===== config.mk =====
export PLATFORM = sky130hd
export DESIGN_NAME = tce_ctrl
export DESIGN_NICKNAME = d
export VERILOG_FILES = /design/src/design/tce_pkg.sv /design/src/design/tce_ctrl.sv
export SDC_FILE = /design/constraint.sdc
export NUM_CORES = 1
export LEC_CHECK = 0
export ABC_CLOCK_PERIOD_IN_PS = 2500
export BUFFER_PORTS_ARGS = -buffer_cell sky130_fd_sc_hd__buf_2
export CAP_MARGIN = 20
export CORE_MARGIN = 2
export CORE_UTILIZATION = 35
export DETAILED_ROUTE_END_ITERATION = 12
export HOLD_SLACK_MARGIN = 0.06
export MAX_ROUTING_LAYER = met4
export PLACE_DENSITY_LB_ADDON = 0.15
export SLEW_MARGIN = 20
export SYNTH_ARGS = -nofsm -noshare
export SYNTH_HDL_FRONTEND = slang
export SYNTH_SLANG_ARGS = --single-unit

===== constraint.sdc =====
create_clock -name clk -period 2.5 [get_ports clk]
set_input_delay 0.625 -clock clk [delete_from_list [all_inputs] [get_ports clk]]
set_output_delay 0.625 -clock clk [all_outputs]
set_load 0.01 [all_outputs]

===== src/design/tce_pkg.sv =====
// ----------------------------------------------------------------------------
// tce_pkg
// Shared opcodes, jump conditions and controller/datapath command types.
// ----------------------------------------------------------------------------
package tce_pkg;

    localparam int unsigned NUM_REGS = 9;

    typedef enum logic [3:0] {
        OP_MOV    = 4'd0,
        OP_ADD    = 4'd1,
        OP_SUB    = 4'd2,
        OP_MUL    = 4'd3,
        OP_DIV    = 4'd4,
        OP_AND    = 4'd5,
        OP_OR     = 4'd6,
        OP_NOT    = 4'd7,
        OP_CMP    = 4'd8,
        OP_JMP    = 4'd9,
        OP_IN     = 4'd10,
        OP_OUT    = 4'd11,
        OP_LOCK   = 4'd12,
        OP_UNLOCK = 4'd13,
        OP_SLEEP  = 4'd14,
        OP_NONE   = 4'd15
    } op_t;

    localparam logic [3:0] COND_ALWAYS  = 4'd0;
    localparam logic [3:0] COND_EQUAL   = 4'd1;
    localparam logic [3:0] COND_GREATER = 4'd2;
    localparam logic [3:0] COND_LESS    = 4'd3;

    localparam logic [1:0] FLAG_EQ = 2'b00;
    localparam logic [1:0] FLAG_GT = 2'b01;
    localparam logic [1:0] FLAG_LT = 2'b11;

    localparam logic [3:0] SR_LOAD_MIN = 4'd5;

    // Controller to datapath
    typedef struct packed {
        logic load;      // latch the instruction
        logic clr_step;  // memory clear: write one byte
        logic rd_hi;     // issue read of high byte
        logic rd_lo;     // issue read of low byte
        logic iter_init; // start multiply/divide
        logic iter_step; // one multiply/divide step
        logic wr_hi;     // write high byte of store data
        logic wr_lo;     // write low byte of store data
        logic commit;    // update state and result register
    } tce_cmd_t;

    // Datapath to controller
    typedef struct packed {
        logic clr_done;
        logic needs_mem;
        logic is_iter;
        logic needs_store;
        logic iter_done;
    } tce_stat_t;

endpackage


===== src/design/tce_ctrl.sv =====
// ----------------------------------------------------------------------------
// tce_ctrl
// Sequencer: memory clear after reset, operand fetch, iterate, store, commit.
// ----------------------------------------------------------------------------
module tce_ctrl
    import tce_pkg::*;
(
    input  logic      clk,
    input  logic      rst_n,
    input  logic      in_valid,
    output logic      in_ready,
    input  logic      res_busy,
    input  tce_stat_t stat,
    output tce_cmd_t  cmd
);

    typedef enum logic [8:0] {
        S_CLEAR = 9'b000000001,
        S_IDLE  = 9'b000000010,
        S_RDHI  = 9'b000000100,
        S_RDLO  = 9'b000001000,
        S_WAIT  = 9'b000010000,
        S_INIT  = 9'b000100000,
        S_ITER  = 9'b001000000,
        S_STORE = 9'b010000000,
        S_COMM  = 9'b100000000
    } state_t;

    state_t state_reg, state_next;

    always_ff @(posedge clk or negedge rst_n)
    begin
        if (!rst_n)
        begin
            state_reg <= S_CLEAR;
        end
        else
        begin
            state_reg <= state_next;
        end
    end

    always_comb
    begin
        state_next = state_reg;
        cmd        = '0;
        in_ready   = 1'b0;
        unique case (state_reg)
            S_CLEAR:
            begin
                cmd.clr_step = 1'b1;
                if (stat.clr_done)
                begin
                    state_next = S_IDLE;
                end
            end
            S_IDLE:
            begin
                in_ready = 1'b1;
                if (in_valid)
                begin
                    cmd.load   = 1'b1;
                    state_next = S_RDHI;
                end
            end
            S_RDHI:
            begin
                if (stat.needs_mem)
                begin
                    cmd.rd_hi  = 1'b1;
                    state_next = S_RDLO;
                end
                else if (stat.is_iter)
                begin
                    state_next = S_INIT;
                end
                else if (stat.needs_store)
                begin
                    state_next = S_STORE;
                end
                else
                begin
                    state_next = S_COMM;
                end
            end
            S_RDLO:
            begin
                cmd.rd_lo  = 1'b1;
                state_next = S_WAIT;
            end
            S_WAIT:
            begin
                if (stat.is_iter)
                begin
                    state_next = S_INIT;
                end
                else if (stat.needs_store)
                begin
                    state_next = S_STORE;
                end
                else
                begin
                    state_next = S_COMM;
                end
            end
            S_INIT:
            begin
                cmd.iter_init = 1'b1;
                state_next    = S_ITER;
            end
            S_ITER:
            begin
                cmd.iter_step = 1'b1;
                if (stat.iter_done)
                begin
                    state_next = S_COMM;
                end
            end
            S_STORE:
            begin
                cmd.wr_hi  = 1'b1;
                state_next = S_COMM;
            end
            S_COMM:
            begin
                if (!res_busy)
                begin
                    cmd.commit = 1'b1;
                    cmd.wr_lo  = stat.needs_store;
                    state_next = S_IDLE;
                end
            end
            default:
            begin
                state_next = S_CLEAR;
            end
        endcase
    end

endmodule


After elaboration in Yosys (flattened, before gate mapping)
Index checks and enable logic that the tools add are counted.

word-level totals
  register bits after elaboration = 9
  input port bits = 9
  output and inout bits = 10
  word-level logic and storage cells = 35

cells by class
  equality and inequality tests = 13
  multiplexer cells = 20
  reduce and logical (&&, ||, !) cells = 1

operators by type and width
  kind                number
  $pmux 9 s9          1
  $mux 9              7
  $mux 1              10
  $eq 9x1->1 const B  1
  $eq 9x2->1 const B  1
  $eq 9x3->1 const B  1
  $eq 9x4->1 const B  1
  $eq 9x5->1 const B  1
  $eq 9x6->1 const B  1
  $eq 9x7->1 const B  1
  $eq 9x8->1 const B  1
  $eq 9x9->1 const B  1
  $ne 2x2->1 const B  4
  $mux 2              2
  $reduce_and 4->1    1

Depth between registers and ports, before layout
Gate-level depths: netlist of run 1.

  depth after elaboration = 4
  depth in mapped cells = 6
  depth with buffers taken out = 5

Worst setup path after synthesis of run 1
Ideal clock, no wire load.

  path kind = register to output
  from = register state_reg[5]
  to = output port cmd[1] (netlist name)
  arrival = 1552 ps
  data required time = 1875 ps
  setup slack = 323 ps
  cell stages (with the launch flop) = 7
  buffers on the path = 1
  cells stage by stage = dfrtp_1 -> nor4_4 -> nor2b_1 -> buf_2 -> nand3_1 -> nor2_1 -> and2_1

RTL lines
  item                    line            RTL
  from (decl)             tce_ctrl.sv:29  state_t state_reg, state_next;
  from (signal assigned)  tce_ctrl.sv:39  state_reg <= state_next;
  to (decl)               tce_ctrl.sv:14  output tce_cmd_t cmd

==> run metrics, run 1 <==
Max Clk Rate slightly above 400 MHz; die area 2300 sq um; initial core utilization 38.3%; Via density 5.03; Final Max Tran Viols 0; outcome finished clean; crit path max fanout 5; syn nets 85; multiplexer share of the synthesized area 0%; post-synthesis sequential area ratio 33.5%; VDD IR-drop max 443 uV; htree depth 1; Min Clock Period, post-route 2.41 ns; CTS root buf clkbuf_4; DRT Wirelength ~1.6 mm; vias in the first global route 571; Critical Path Slowest Stage Cell dfrtp_2; IO Port Bufs 18; worst-skew pair later-pin latency approximately 0.27 ns; die width 47.9 um; kind of end point of the critical path output port; drt pass-1 iters 4; ANT cells 0; most frequent cells in the layout 18 x buf_2, 10 x buf_4, 8 x nor2_1; GP Congestion 0.785; initial antenna violation count 0; Synth Area in Adders 0%; Post-Syn Instances 76; crit path kind flop to output port; largest net degree at the start of global routing 11; worst min path class input pin to asynchronous set/reset pin; fillcell total 182; commonest non-fill, non-tap cell in the layout buf_2; share of layout cells above drive strength 1 41.3%; post-synthesis average cell area 8.89 sq um; Seq cells post-synth 9; TritonCTS clock tree built; flip-flop and latch area 229 sq um; Ys Warns 0; compound-cell area share of the yosys netlist 17.0%; max reg flops 9; final clock skew 0.00141 ns; Worst EP arrival 1.78 ns; PwrDens 690 nW/um^2; post-DP HPWL approximately 1.2 mm; max_slew headroom between 70% and 80%; CP peak stage delay 0.42 ns; Max-Cap Viols 0; Final TNS setup 0 ns; synth-to-layout area growth 30.6%; area leader, netlist dfrtp_1; clock-pin slew on the worst setup and hold paths ~0.07 ns; synthesized cell area 676 sq um; crit share post-route a little over nine tenths; Final Setup Violations 0; fin nets 114; final worst setup slack 0.0935 ns; vias around 650; DR iter-0 viols 27; Die Y 47.9 um; Max clock buf depth 2; LEAKAGE ~0.45 nW; Post-DRT Antenna Nets 0; WP data required approximately 1.9 ns; final global-route overflow total 0; GRT Total Usage 17.0%; Place WS 0.315 ns; hold_buf cts 0; WL/cell 12.8 um; Synth Area in XOR/XNOR 3.89%; CP cell instances nor4_4 > buf_4 > nand4_1 > inv_1 > and2_1 > buf_2; Synth Area in Simple Gates 38.5%; top post-synthesis cells by area dfrtp_1 30%, nand4_1 5.6%, nor2_1 5.0%; total CTS buffers 3; Yosys top cell area share roughly 30%; num ports 19; # clock sinks 9; # rows 15; Distinct cells, synth 35; CP startpoint kind flop; DR DRC count 0; area occupied by multi-input gates 412 sq um; Slew @ Worst Pin 0.333 ns; Fin. Hold Viols 0; main combinational cell family by area after synthesis simple AND/OR/NAND/NOR gates; first-pass GRT wire length around 2.6 mm; Core ar. 1760 sq um
==> Yosys cell counts (all sizes together) <==
cell type / n
nor3b: 3
nand3: 3
buf: 4
or3: 1
a211oi: 1
o211ai: 1
nor3: 1
nor2: 10
o31ai: 1
xnor2: 1
and2: 3
dfstp: 1
o21ai: 4
nor2b: 4
xor2: 2
o31a: 2
inv: 5
dfrtp: 8
nand4: 6
o221ai: 1
nand2b: 1
or3b: 1
a21o: 1
nand2: 4
a21oi: 1
o21bai: 1
and4b: 2
o32ai: 1
nor4: 1
a31oi: 1
==> layout make-up <==
type	count	share of cell area [%]
clock buffers	4	2.98
inverters	5	2.13
multi-input cells	58	46.7
flip-flops and latches	9	26.0
well taps	25	3.55
repair buffers	28	18.7
==> critical path, delay by kind of cell, from the launching register on <==
family / cells / cell delay (ns)
buf+inv: 3 / 0.41
flops: 1 / 0.42
simple gates: 3 / 0.67
==> cell families after synthesis <==
group / Yosys count
xor gates and xnor gates: 3
DFF: 9
buffers and inverters: 9
AOI/OAI and AO/OA: 15
and+or+nand+nor: 40
==> through the flow <==
| step | hold WS (ns) | std cells | util, % | total power [mW] | area (sq um) |
|---|---|---|---|---|---|
| after global placement | 0.496 | 118 | 44.8 | 0.478 | 791 |
| after global routing | 0.218 | 129 | 50.0 | 0.649 | 882 |
| after floorplan | 0.329 | 76 | - | 0.388 | 676 |
| after detailed placement | 0.502 | 118 | 44.8 | 0.474 | 791 |
| after CTS | 0.209 | 122 | 46.3 | 0.597 | 817 |
| final | 0.201 | 129 | 50.0 | 0.609 | 882 |
==> metal layers <==
layer | wire length (um) | track usage [%] | vias up
met5 | 0 | - | -
met4 | 31 | 9.73 | 0
met3 | 94 | 2.26 | 4
met2 | 680 | 22.9 | 32
met1 | 840 | 24.0 | 284
li1 | - | - | 329
==> report_power, final <==
part	total [mW]	leakage, nW	internal [mW]	switching, mW
sequential	0.206	0.117	0.173	0.0338
clock	0.120	0.0150	0.0618	0.0582
combinational	0.282	0.321	0.125	0.157
==> worst paths after layout <==
path / start / endpoint / slack [ns] / cells after the start
max in group asynchronous: rst_n / state_reg[0] / 2.04 / 1
max reg2reg: state_reg[6] / state_reg[1] / 0.71 / 6
min: rst_n / state_reg[3] / 0.20 / 1
max: state_reg[6] / cmd[8] / 0.09 / 6
min in group clk: stat[2] / state_reg[7] / 0.53 / 2
min reg2reg: state_reg[0] / state_reg[1] / 0.60 / 2
==> what timing repair did <==
item / in CTS / in global routing
resized for setup: 0 / 5
endpoints found under the setup margin: 0 / 4
buffers inserted: 0 / 7
endpoints found under the hold margin: 0 / 0
No activity file was read; power rests on OpenSTA's default activity.
==> inputs of run 2 (changes only) <==
ABC_AREA = 1   (was unset)
==> run metrics, run 2 <==
outcome finished clean; Min Clock Period, post-route 2.10 ns (-0.304 ns); Max Clk Rate 476 MHz (+14%); post-cts gate resize count 0 (unchanged); crit path max fanout 4 (-1); Seq cells post-synth 9 (unchanged); post-DP HPWL 1.34 mm (+8.2%); DR DRC count 0 (unchanged); crit path kind flop to output port; beginning of the worst register-to-register path state_reg[2]; initial core utilization 36.7% (-1.6 points); ANT cells 0 (unchanged); htree depth 1 (unchanged); grt met2 use 25.0% (+2.1 points); Max-Cap Viols 0 (unchanged); worst path bufs/invs 1 (-2); max_slew headroom 82.0% (+4.3 points); RSZ-0062 raised after global routing no; GP Congestion 0.879 (+12%); clock-pin slew on the worst setup and hold paths 0.06 ns (about the same); reg-to-reg endpoint state_reg[0]; post-synthesis average cell area 6.20 sq um (-30%); Fin. Hold Viols 0 (unchanged); kind of end point of the critical path output port; TritonCTS clock tree built; setup bufs post-CTS 0 (unchanged); CP cell instances nor2_2 > nand2_2 > nor2_4 > nand2_1 > nor3_1 > buf_2; top post-synthesis cells by area dfrtp_1 28%, nand2_1 12%, nor2_1 12%; Worst EP arrival 1.48 ns (-0.30 ns); worst min path class input pin to asynchronous set/reset pin; VDD IR-drop max 477 uV (+7.7%); syn nets 124 (+46%); IO Port Bufs 18 (unchanged); total CTS buffers 3 (unchanged); area leader, netlist dfrtp_1; Global Route met1 Usage 19.6% (-4.4 points); num ports 19 (unchanged); Final Setup Violations 0 (unchanged); hold_buf cts 0 (unchanged); WHS 0.202 ns (+0.00127 ns); Final Max Tran Viols 0 (unchanged); Via density 4.43 (-12%); WP data required 1.88 ns (about the same); # rows 16 (+1); Post-DRT Antenna Nets 0 (unchanged); DR iter-0 viols 7 (-74%); WL/cell 9.83 um (-23%); ys flop type dfrtp_1; most frequent cells in the layout 23 x nor2_1, 23 x nand2_1, 20 x inv_1; top cells by count, synth 23 x nand2_1, 23 x nor2_1, 20 x inv_1; CTS root buf clkbuf_4; largest net degree at the start of global routing 10 (-1); Max clock buf depth 2 (unchanged); PwrDens 682 nW/um^2 (-1.2%); Core ar. 1940 sq um (+10%); CP startpoint kind flop; # clock sinks 9 (unchanged); EDFF count, synth 0 (unchanged); fin util 44.1% (-5.9 points); die area 2410 sq um (+5.1%); Final TNS setup 0 ns (unchanged); Post-Syn Instances 115 (+51%); die width 49.1 um (+2.5%); CP top delay family simple AND/OR/NAND/NOR gates; Ys Warns 0 (unchanged); vias 722 (+11%); initial antenna violation count 0 (unchanged); busiest grt layer met2; worst-skew pair later-pin latency 0.27 ns (about the same); CP peak stage delay 0.42 ns (about the same); Die Y 49.1 um (+2.5%); synth-to-layout area growth 20.0%; Yosys top cell area share 28.1% (-1.6 points); met3 Use GR 2.15% (-0.12 points); vias in the first global route 672 (+18%); max reg flops 9 (unchanged); Slew @ Worst Pin 0.270 ns (-0.0625 ns); share of layout cells above drive strength 1 27.2% (-14 points); drt pass-1 iters 4 (unchanged); DRT Wirelength 1.60 mm (-2.7%); ys async rst share 100% (unchanged); Distinct cells, synth 16 (-54%); fin nets 146 (+28%); Critical Path Slowest Stage Cell dfrtp_1; first-pass GRT wire length 2.81 mm (+10%); R2R cell count 8 (+2); R2R Setup Slk 1.17 ns (+0.46 ns); final global-route overflow total 0 (unchanged); post-synthesis sequential area ratio 31.8% (-1.8 points); GRT Total Usage 15.5% (-1.6 points); synthesized cell area 713 sq um (+5.6%); crit share post-route 84.1% (-12 points); fillcell total 224 (+23%); final clock skew 0.00108 ns (-0.000321 ns); LEAKAGE 0.527 nW (+16%)
## run 2: cell count changes after synthesis, moves of 3 or more
| cell | previous run | this run |
|---|---|---|
| nor3_1 | 0 | 7 |
| nor2_1 | 9 | 23 |
| nand4_1 | 6 | 0 |
| and2_1 | 3 | 0 |
| inv_2 | 0 | 4 |
| nand2_2 | 0 | 3 |
| nand2_1 | 4 | 23 |
| nor2b_1 | 4 | 0 |
| nand3_1 | 2 | 16 |
| o21ai_0 | 3 | 0 |
| nor3b_1 | 3 | 0 |
| inv_1 | 5 | 20 |
## run 2: area by class of cell
cell class	instances	area, sq um	share of cell area [%]
clock buffers	4	26.3	3.07
inverters	24	90.1	10.5
multi-input cells	81	389	45.5
flip-flops and latches	9	226	26.5
well taps	27	33.8	3.95
repair buffers	18	90.1	10.5
## run 2: power by group
group / leakage (nW) / switching (mW) / internal (mW)
Sequential: 0.121 / 0.0288 / 0.173
Combinational: 0.392 / 0.169 / 0.0943
Clock: 0.0150 / 0.0566 / 0.0619
Total: 0.527 / 0.254 / 0.329
## run 2: through the flow
stage	worst slack, ns	total power [mW]	instance area (sq um)	cells
final	0.397	0.583	856	163
after global routing	0.267	0.632	856	163
after CTS	0.402	0.584	856	163
after detailed placement	0.700	0.466	830	159
after global placement	0.688	0.468	830	159
after floorplan	0.759	0.398	713	115
## run 2: worst reg2reg max path: stages (launching register included)
cell and delay (ns):
dfrtp_1 0.47, nor2_2 0.19, nand2_2 0.11, inv_2 0.09, nand3_1 0.12, nand2_1 0.10
nor2_1 0.05, nand2_1 0.06, nand2_1 0.05
## run 2: layer usage
| layer | up-vias | share of wire [%] | wire length, um |
|---|---|---|---|
| met4 | 0 | 1.7 | 27 |
| met3 | 5 | 4.8 | 77 |
| li1 | 391 | - | - |
| met2 | 19 | 43 | 689 |
| met5 | - | 0 | 0 |
| met1 | 307 | 50 | 807 |
## run 2: worst max-delay path by stage
stage / slack [ns] / endpoint / startpoint / cells past startpoint
after detailed placement: 0.70 / cmd[1] / state_reg[7] / 6
after global routing: 0.27 / cmd[1] / state_reg[5] / 6
after floorplan: 0.76 / cmd[1] / state_reg[5] / 5
after global placement: 0.69 / cmd[1] / state_reg[7] / 6
after CTS: 0.40 / cmd[1] / state_reg[5] / 6
final: 0.40 / cmd[1] / state_reg[7] / 6
## run 2: logic make-up after synthesis
group	share of synthesized area (%)
AND/OR/NAND/NOR	52.6
flip-flops	31.8
AO/OA/AOI/OAI	1.93
buffers and inverters	13.7
